===== config.mk =====
export PLATFORM = sky130hd
export DESIGN_NAME = tiny_accumulator_cpu_core_unit
export DESIGN_NICKNAME = d
export VERILOG_FILES = /design/src/design/tacc_pkg.sv /design/src/design/tacc_ram.sv /design/src/design/tiny_accumulator_cpu_core_unit.sv
export VERILOG_INCLUDE_DIRS = /design/src /design/src/design
export SDC_FILE = /design/constraint.sdc
export NUM_CORES = 2
export LEC_CHECK = 0
export BUFFER_PORTS_ARGS = -buffer_cell sky130_fd_sc_hd__buf_2
export CORE_ASPECT_RATIO = 1.5
export CORE_MARGIN = 2
export CORE_UTILIZATION = 63
export DETAILED_ROUTE_END_ITERATION = 8
export PLACE_DENSITY = 0.77
export REMOVE_ABC_BUFFERS = 1
export SLEW_MARGIN = 10
export SYNTH_ARGS = -nofsm -noshare
export SYNTH_HDL_FRONTEND = slang
export SYNTH_SLANG_ARGS = --single-unit

===== constraint.sdc =====
create_clock -name clk -period 7.9 [get_ports clk]
set_clock_uncertainty 0.1 [all_clocks]
set_input_delay 0.395 -clock clk [delete_from_list [all_inputs] [get_ports clk]]
set_output_delay 0.395 -clock clk [all_outputs]
set_load 0.01 [all_outputs]

===== src/design/tiny_accumulator_cpu_core_unit_macros.svh =====
// Assertion macros for the tiny accumulator CPU core.
// Used by the top level; expects clk and arst_n in scope.
`ifndef TINY_ACCUMULATOR_CPU_CORE_UNIT_MACROS_SVH
`define TINY_ACCUMULATOR_CPU_CORE_UNIT_MACROS_SVH

// Same-cycle implication, disabled while in reset.
`define TACC_ASSERT_IMP(label, ante, cons, msg) \
	label: assert property (@(posedge clk) disable iff (!arst_n) (ante) |-> (cons)) \
		else $error(msg);

// Next-cycle implication, disabled while in reset.
`define TACC_ASSERT_NXT(label, ante, cons, msg) \
	label: assert property (@(posedge clk) disable iff (!arst_n) (ante) |=> (cons)) \
		else $error(msg);

`endif


===== src/design/tacc_pkg.sv =====
// Shared constants and types for the tiny accumulator CPU core.
// No dependencies; used by tacc_ram and the top level.
`default_nettype none
package tacc_pkg;

	localparam int DATA_W    = 8;
	localparam int MEM_DEPTH = 256;
	localparam int MEM_AW    = $clog2(MEM_DEPTH);

	typedef enum logic [1:0] {
		CMD_WRITE = 2'd0,
		CMD_READ  = 2'd1,
		CMD_STEP  = 2'd2,
		CMD_NONE  = 2'd3
	} cmd_t;

	localparam logic [1:0] ST_RUN   = 2'd0;
	localparam logic [1:0] ST_HALT  = 2'd1;
	localparam logic [1:0] ST_FAULT = 2'd2;

	localparam logic [7:0] OP_LDA = 8'h01;
	localparam logic [7:0] OP_LDB = 8'h02;
	localparam logic [7:0] OP_ADD = 8'h03;
	localparam logic [7:0] OP_STA = 8'h04;
	localparam logic [7:0] OP_JMP = 8'h05;
	localparam logic [7:0] OP_HLT = 8'hFF;

	typedef enum logic [4:0] {
		S_IDLE  = 5'b00001,
		S_READ  = 5'b00010,
		S_FETCH = 5'b00100,
		S_OPER  = 5'b01000,
		S_DONE  = 5'b10000
	} state_t;

endpackage
`default_nettype wire


===== src/design/tacc_ram.sv =====
// Generic single-port RAM with registered read data.
// Defaults come from tacc_pkg.
`default_nettype none
module tacc_ram #(
	parameter int WIDTH = tacc_pkg::DATA_W,
	parameter int DEPTH = tacc_pkg::MEM_DEPTH
) (
	input  logic                     clk,
	input  logic                     we,
	input  logic [$clog2(DEPTH)-1:0] addr,
	input  logic [WIDTH-1:0]         wdata,
	output logic [WIDTH-1:0]         rdata
);

	logic [WIDTH-1:0] mem_q [DEPTH];

	always_ff @(posedge clk) begin
		if (we) begin
			mem_q[addr] <= wdata;
		end
		rdata <= mem_q[addr];
	end

endmodule
`default_nettype wire


===== src/design/tiny_accumulator_cpu_core_unit.sv =====
// Tiny accumulator CPU core: sequencer, registers and shared adder.
// Depends on tacc_pkg, tacc_ram and the assertion macro header.
//
// A command word enters on cmd_valid/cmd_ready with command, mem_address
// and mem_data. Every command word gives exactly one response word on
// rsp_valid/rsp_ready carrying A, B, PC, run state, the read byte and the
// opcode executed. Commands are taken one at a time: cmd_ready is high only
// while the sequencer is idle.
// The sequencer loads the response register in S_DONE, reached from S_IDLE for a
// write, an unused command or a step on a halted core, via S_READ for a read,
// via S_FETCH for a step without operand (ADD, HLT, unknown opcode) and via
// S_FETCH and S_OPER for a step with an operand, then returns to S_IDLE. The
// single-port memory sets this: one access per cycle for fetch, operand, store.
// The PC increment and the ADD share one 8-bit adder.
// A finished response is held in the output register; the core accepts the
// next command while it waits and stalls only when a second response is
// ready before the first has been taken.
// Reset clears A, B, PC and the run state, and marks every memory byte as
// unwritten so that it reads as zero; no clearing pass is needed.
`default_nettype none
`include "tiny_accumulator_cpu_core_unit_macros.svh"
module tiny_accumulator_cpu_core_unit (
	input  logic       clk,
	input  logic       arst_n,
	input  logic       cmd_valid,
	output logic       cmd_ready,
	input  logic [1:0] command,
	input  logic [7:0] mem_address,
	input  logic [7:0] mem_data,
	output logic       rsp_valid,
	input  logic       rsp_ready,
	output logic [7:0] acc_a,
	output logic [7:0] reg_b,
	output logic [7:0] prog_counter,
	output logic [1:0] run_state,
	output logic [7:0] read_byte,
	output logic [7:0] last_opcode
);

	tacc_pkg::state_t state_q;
	logic [7:0] a_q, b_q, pc_q, rd_q, op_q;
	logic [1:0] st_q;
	logic [tacc_pkg::MEM_DEPTH-1:0] vld_q;
	logic rvld_q;
	logic rsp_valid_q;
	logic [7:0] acc_a_q, reg_b_q, pc_out_q, read_byte_q, last_opcode_q;
	logic [1:0] run_state_q;

	logic ram_we;
	logic [tacc_pkg::MEM_AW-1:0] ram_addr;
	logic [7:0] ram_wdata, ram_rdata, mem_byte;
	logic [7:0] add_x, add_y, add_sum;
	logic out_load;

	tacc_ram #(
		.WIDTH(tacc_pkg::DATA_W),
		.DEPTH(tacc_pkg::MEM_DEPTH)
	) u_ram (
		.clk   (clk),
		.we    (ram_we),
		.addr  (ram_addr),
		.wdata (ram_wdata),
		.rdata (ram_rdata)
	);

	// Bytes never written since reset read as zero.
	assign mem_byte = rvld_q ? ram_rdata : 8'h00;

	always_comb begin
		ram_we    = 1'b0;
		ram_addr  = pc_q;
		ram_wdata = mem_data;
		case (state_q)
			tacc_pkg::S_IDLE: begin
				if (command != tacc_pkg::CMD_STEP) begin
					ram_addr = mem_address;
				end
				ram_we = cmd_valid && (command == tacc_pkg::CMD_WRITE);
			end
			tacc_pkg::S_OPER: begin
				ram_addr  = mem_byte;
				ram_wdata = a_q;
				ram_we    = (op_q == tacc_pkg::OP_STA);
			end
			default: begin
			end
		endcase
	end

	always_comb begin
		add_x = pc_q;
		add_y = 8'd1;
		if ((state_q == tacc_pkg::S_FETCH) && (mem_byte == tacc_pkg::OP_ADD)) begin
			add_x = a_q;
			add_y = b_q;
		end
	end
	assign add_sum = add_x + add_y;

	assign out_load  = (state_q == tacc_pkg::S_DONE) && (!rsp_valid_q || rsp_ready);
	assign cmd_ready = (state_q == tacc_pkg::S_IDLE);

	always_ff @(posedge clk or negedge arst_n) begin
		if (!arst_n) begin
			state_q     <= tacc_pkg::S_IDLE;
			a_q         <= 8'h00;
			b_q         <= 8'h00;
			pc_q        <= 8'h00;
			st_q        <= tacc_pkg::ST_RUN;
			vld_q       <= '0;
			rvld_q      <= 1'b0;
			rsp_valid_q <= 1'b0;
		end else begin
			rvld_q <= vld_q[ram_addr];
			if (ram_we) begin
				vld_q[ram_addr] <= 1'b1;
			end
			if (out_load) begin
				rsp_valid_q <= 1'b1;
			end else if (rsp_ready) begin
				rsp_valid_q <= 1'b0;
			end
			case (state_q)
				tacc_pkg::S_IDLE: begin
					if (cmd_valid) begin
						case (command)
							tacc_pkg::CMD_READ: state_q <= tacc_pkg::S_READ;
							tacc_pkg::CMD_STEP: begin
								if (st_q == tacc_pkg::ST_RUN) begin
									pc_q    <= add_sum;
									state_q <= tacc_pkg::S_FETCH;
								end else begin
									state_q <= tacc_pkg::S_DONE;
								end
							end
							default: state_q <= tacc_pkg::S_DONE;
						endcase
					end
				end
				tacc_pkg::S_READ: state_q <= tacc_pkg::S_DONE;
				tacc_pkg::S_FETCH: begin
					case (mem_byte)
						tacc_pkg::OP_LDA, tacc_pkg::OP_LDB,
						tacc_pkg::OP_STA, tacc_pkg::OP_JMP: begin
							pc_q    <= add_sum;
							state_q <= tacc_pkg::S_OPER;
						end
						tacc_pkg::OP_ADD: begin
							a_q     <= add_sum;
							state_q <= tacc_pkg::S_DONE;
						end
						tacc_pkg::OP_HLT: begin
							st_q    <= tacc_pkg::ST_HALT;
							state_q <= tacc_pkg::S_DONE;
						end
						default: begin
							st_q    <= tacc_pkg::ST_FAULT;
							state_q <= tacc_pkg::S_DONE;
						end
					endcase
				end
				tacc_pkg::S_OPER: begin
					case (op_q)
						tacc_pkg::OP_LDA: a_q  <= mem_byte;
						tacc_pkg::OP_LDB: b_q  <= mem_byte;
						tacc_pkg::OP_JMP: pc_q <= mem_byte;
						default: begin
						end
					endcase
					state_q <= tacc_pkg::S_DONE;
				end
				tacc_pkg::S_DONE: begin
					if (out_load) begin
						state_q <= tacc_pkg::S_IDLE;
					end
				end
				default: state_q <= tacc_pkg::S_IDLE;
			endcase
		end
	end

	always_ff @(posedge clk) begin
		if ((state_q == tacc_pkg::S_IDLE) && cmd_valid) begin
			rd_q <= 8'h00;
			op_q <= 8'h00;
		end
		if (state_q == tacc_pkg::S_READ) begin
			rd_q <= mem_byte;
		end
		if (state_q == tacc_pkg::S_FETCH) begin
			op_q <= mem_byte;
		end
		if (out_load) begin
			acc_a_q       <= a_q;
			reg_b_q       <= b_q;
			pc_out_q      <= pc_q;
			run_state_q   <= st_q;
			read_byte_q   <= rd_q;
			last_opcode_q <= op_q;
		end
	end

	assign rsp_valid    = rsp_valid_q;
	assign acc_a        = acc_a_q;
	assign reg_b        = reg_b_q;
	assign prog_counter = pc_out_q;
	assign run_state    = run_state_q;
	assign read_byte    = read_byte_q;
	assign last_opcode  = last_opcode_q;

	`TACC_ASSERT_IMP(a_fetch_running, state_q == tacc_pkg::S_FETCH, st_q == tacc_pkg::ST_RUN, "Opcode fetch on a halted core.")
	`TACC_ASSERT_IMP(a_write_slot, ram_we, (state_q == tacc_pkg::S_IDLE) || (state_q == tacc_pkg::S_OPER), "Memory write outside a write slot.")
	`TACC_ASSERT_NXT(a_one_at_a_time, cmd_valid && cmd_ready, !cmd_ready, "Command taken while another is in progress.")
	`TACC_ASSERT_NXT(a_halt_sticky, st_q != tacc_pkg::ST_RUN, st_q == $past(st_q), "Halted core changed its run state.")

endmodule
`default_nettype wire

==> impl_metrics.json <==
{
  "status": "finished, violations left",
  "violations": "capacitance limit, slew limit",
  "viasPerCell": 6.75,
  "hold_class": "in2async",
  "synth-edff-count": 2106,
  "cts_tree": "built",
  "synth-seq-cells": 2403,
  "root_buffer": "clkbuf_16",
  "die-height_um": 480,
  "fp.coreArea_um2": 150000,
  "drc": 0,
  "reg_top3": "u_ram.mem_q: 2048 flops, vld_q: 256 flops",
  "avgRoutedWirePerCell_um": 27.3,
  "grt_setup_unrepaired": "no",
  "final_common_cell": "edfxtp_1",
  "grt_pass1_vias": 59249,
  "drt_wl_total_um": 247000,
  "end_kind": "flop",
  "path_class": "in2reg",
  "num_vias": 60960,
  "fmax_mhz": 173,
  "leakage_uw": 0.0357,
  "avgSynthCellArea_um2": 13.4,
  "slew_viol_final": 2,
  "hold_viol": 0,
  "crit_required_ps": 8450,
  "grt_pass1_wl_um": 364000,
  "dieArea_um2": 154000,
  "setup_viol": 0,
  "worstMarginPinSlew_ps": 1580,
  "period_needed_ps": 5770,
  "antenna_found_initial": 6,
  "io_buffers": 65,
  "io_pins": 66,
  "drv_cap": 1,
  "grtUsageTotal": 0.317,
  "clock_sinks": 2403,
  "drive_gt1_frac": 0.105,
  "clk_pin_slew_ps": 60,
  "r2r_setup_slack_ps": 2130,
  "initial_utilization": 0.635,
  "setup_tns_ps": 0,
  "reg2reg_from": "state_q[0]",
  "dp_hpwl_um": 138000,
  "powerDensity_nw_per_um2": 342,
  "max_slew_margin": -0.0642,
  "cp.arrival_ps": 6320,
  "postRouteAntennaNets": 0,
  "setup.worst_path.start_class": "input port",
  "largest_reg_flops": 2048,
  "cts_buffer_depth": 3,
  "synthCells": 7073,
  "synth.distinct_cells": 57,
  "die_w_um": 321,
  "final_nets": 6943,
  "async_flop_share": 0.120,
  "ys.flop_type": "edfxtp_1",
  "fin_hold_ws_ps": 34.0,
  "syn_to_final_growth_pct": 8.95,
  "total_power_uw": 35400,
  "grt_max_degree": 229,
  "r2r_end": "u_ram.rdata[1]",
  "synth_seq_area_share": 0.743,
  "overflow": 0,
  "rows": 174,
  "final_cell_mix": "2106 x edfxtp_1, 1777 x nand2_1, 723 x a21oi_1",
  "largest-register": "u_ram.mem_q",
  "place.gp.congestion": 0.915,
  "cts_buffers": 202,
  "clock_latency_ps": 850,
  "htreeDepth": 4,
  "dr.pass1.iters": 9,
  "drt_iter0_drc": 8432,
  "period_share": 0.730,
  "ys.warnings.count": 0,
  "r2r_cells": 11,
  "ir_drop_mv": 0.325,
  "crit_fanout": 164,
  "synth_area_um2": 95000
}
==> cell type report <==
type | instances | area [um^2]
fillers | 9575 | 46200
clock inverters | 116 | 1400
flip-flops and latches | 2403 | 70600
multi-input cells | 4139 | 22200
inverters | 11 | 41.3
diodes | 3 | 7.51
repair buffers | 152 | 1330
clock buffers | 267 | 5540
well taps | 1936 | 2420
==> how the worst max path moves through the flow <==
stage	startpoint	endpoint	slack, ps	depth (start not counted)
global placement	command[0]	u_ram.rdata[6]	2140	13
finish	command[0]	u_ram.rdata[1]	2130	15
floorplan	command[0]	u_ram.mem_q[168][0]	-19170	8
global route	state_q[0]	u_ram.rdata[1]	2320	11
detailed placement	command[0]	u_ram.rdata[1]	2370	14
CTS	state_q[0]	u_ram.rdata[2]	2620	11
==> synth_stat cells (4+ instances only) <==
cell,instances,area (um^2)
buf_4,7,52.6
a21oi_1,723,3620
nand3_1,7,35.0
mux2_2,20,225
nor4_1,10,62.6
o21ai_0,11,55.1
o41ai_2,11,179
nor2_1,298,1120
a32oi_1,576,5040
a21o_1,10,75.1
a221o_1,6,60.1
nand2_1,1802,6760
nor2b_1,5,31.3
buf_2,180,901
edfxtp_1,2106,63200
nand3b_1,4,30.0
ha_1,11,138
and2_1,8,50.1
a21oi_2,9,78.8
a22oi_1,288,2160
or3_1,4,25.0
xnor2_1,6,52.6
nand2b_1,10,62.6
inv_1,11,41.3
dfrtp_1,288,7210
or2_1,69,432
buf_1,65,244
buf_6,22,248
nor3_1,5,25.0
dfxtp_1,8,160
or2_2,192,1200
o41ai_1,16,140
clkbuf_1,246,923
o2111ai_1,9,78.8
==> cell families after synthesis <==
kind of cell | count (synthesis) | synth area share
and+or+nand+nor | 2428 | 0.105
DFF | 2403 | 0.743
AOI/OAI and AO/OA | 1672 | 0.122
buffers and inverters | 531 | 0.0254
muxes | 20 | 0.00237
adders and majority gates | 12 | 0.00166
xor gates and xnor gates | 7 | 0.000645
==> stage by stage <==
stage / instances / setup slack (ps) / instance area [um^2] / utilization
2_1_floorplan: 6553 / -19170 / 92700 / -
3_3_place_gp: 8632 / 2140 / 96500 / 0.644
3_5_place_dp: 8634 / 2370 / 96500 / 0.644
4_1_cts: 9024 / 2620 / 104000 / 0.691
5_1_grt: 9025 / 2320 / 104000 / 0.691
6_report: 9027 / 2130 / 104000 / 0.691
==> timing repair <==
item | 4_1_cts | 5_1_grt
endpoints found under the hold margin | 70 | 0
hold buffers | 7 | 0
gates resized for setup | 0 | 0
endpoints found under the setup margin | 0 | 0
setup buffers | 0 | 0
==> report_power, final <==
part	internal, uW	switching (uW)	leakage [uW]	total [uW]
logic	3010	7850	0.00925	10900
registers	14000	136	0.0230	14100
clock network	5880	4540	0.00342	10400
total	22900	12500	0.0357	35400
==> per-layer routing <==
metal,global-route usage,routed length (um),vias to the layer above,part of all wire
met5,0,58,-,0.00024
met1,0.395,85200,30216,0.35
met3,0.0644,25100,799,0.10
met4,0.199,17300,8,0.070
li1,-,-,26078,-
met2,0.512,119000,3859,0.48
==> critical path: stages <==
cell	delay, ps
dlygate4sd3_1	520
buf_2	140
inv_1	70
ha_1	240
or4b_4	570
o221ai_1	360
nand3_4	360
buf_12	350
buf_4	510
nand2_1	170
a32oi_1	120
a22oi_1	350
a21oi_1	300
o41ai_1	1400
o2111ai_1	220
No activity file was read; power rests on OpenSTA's default activity.
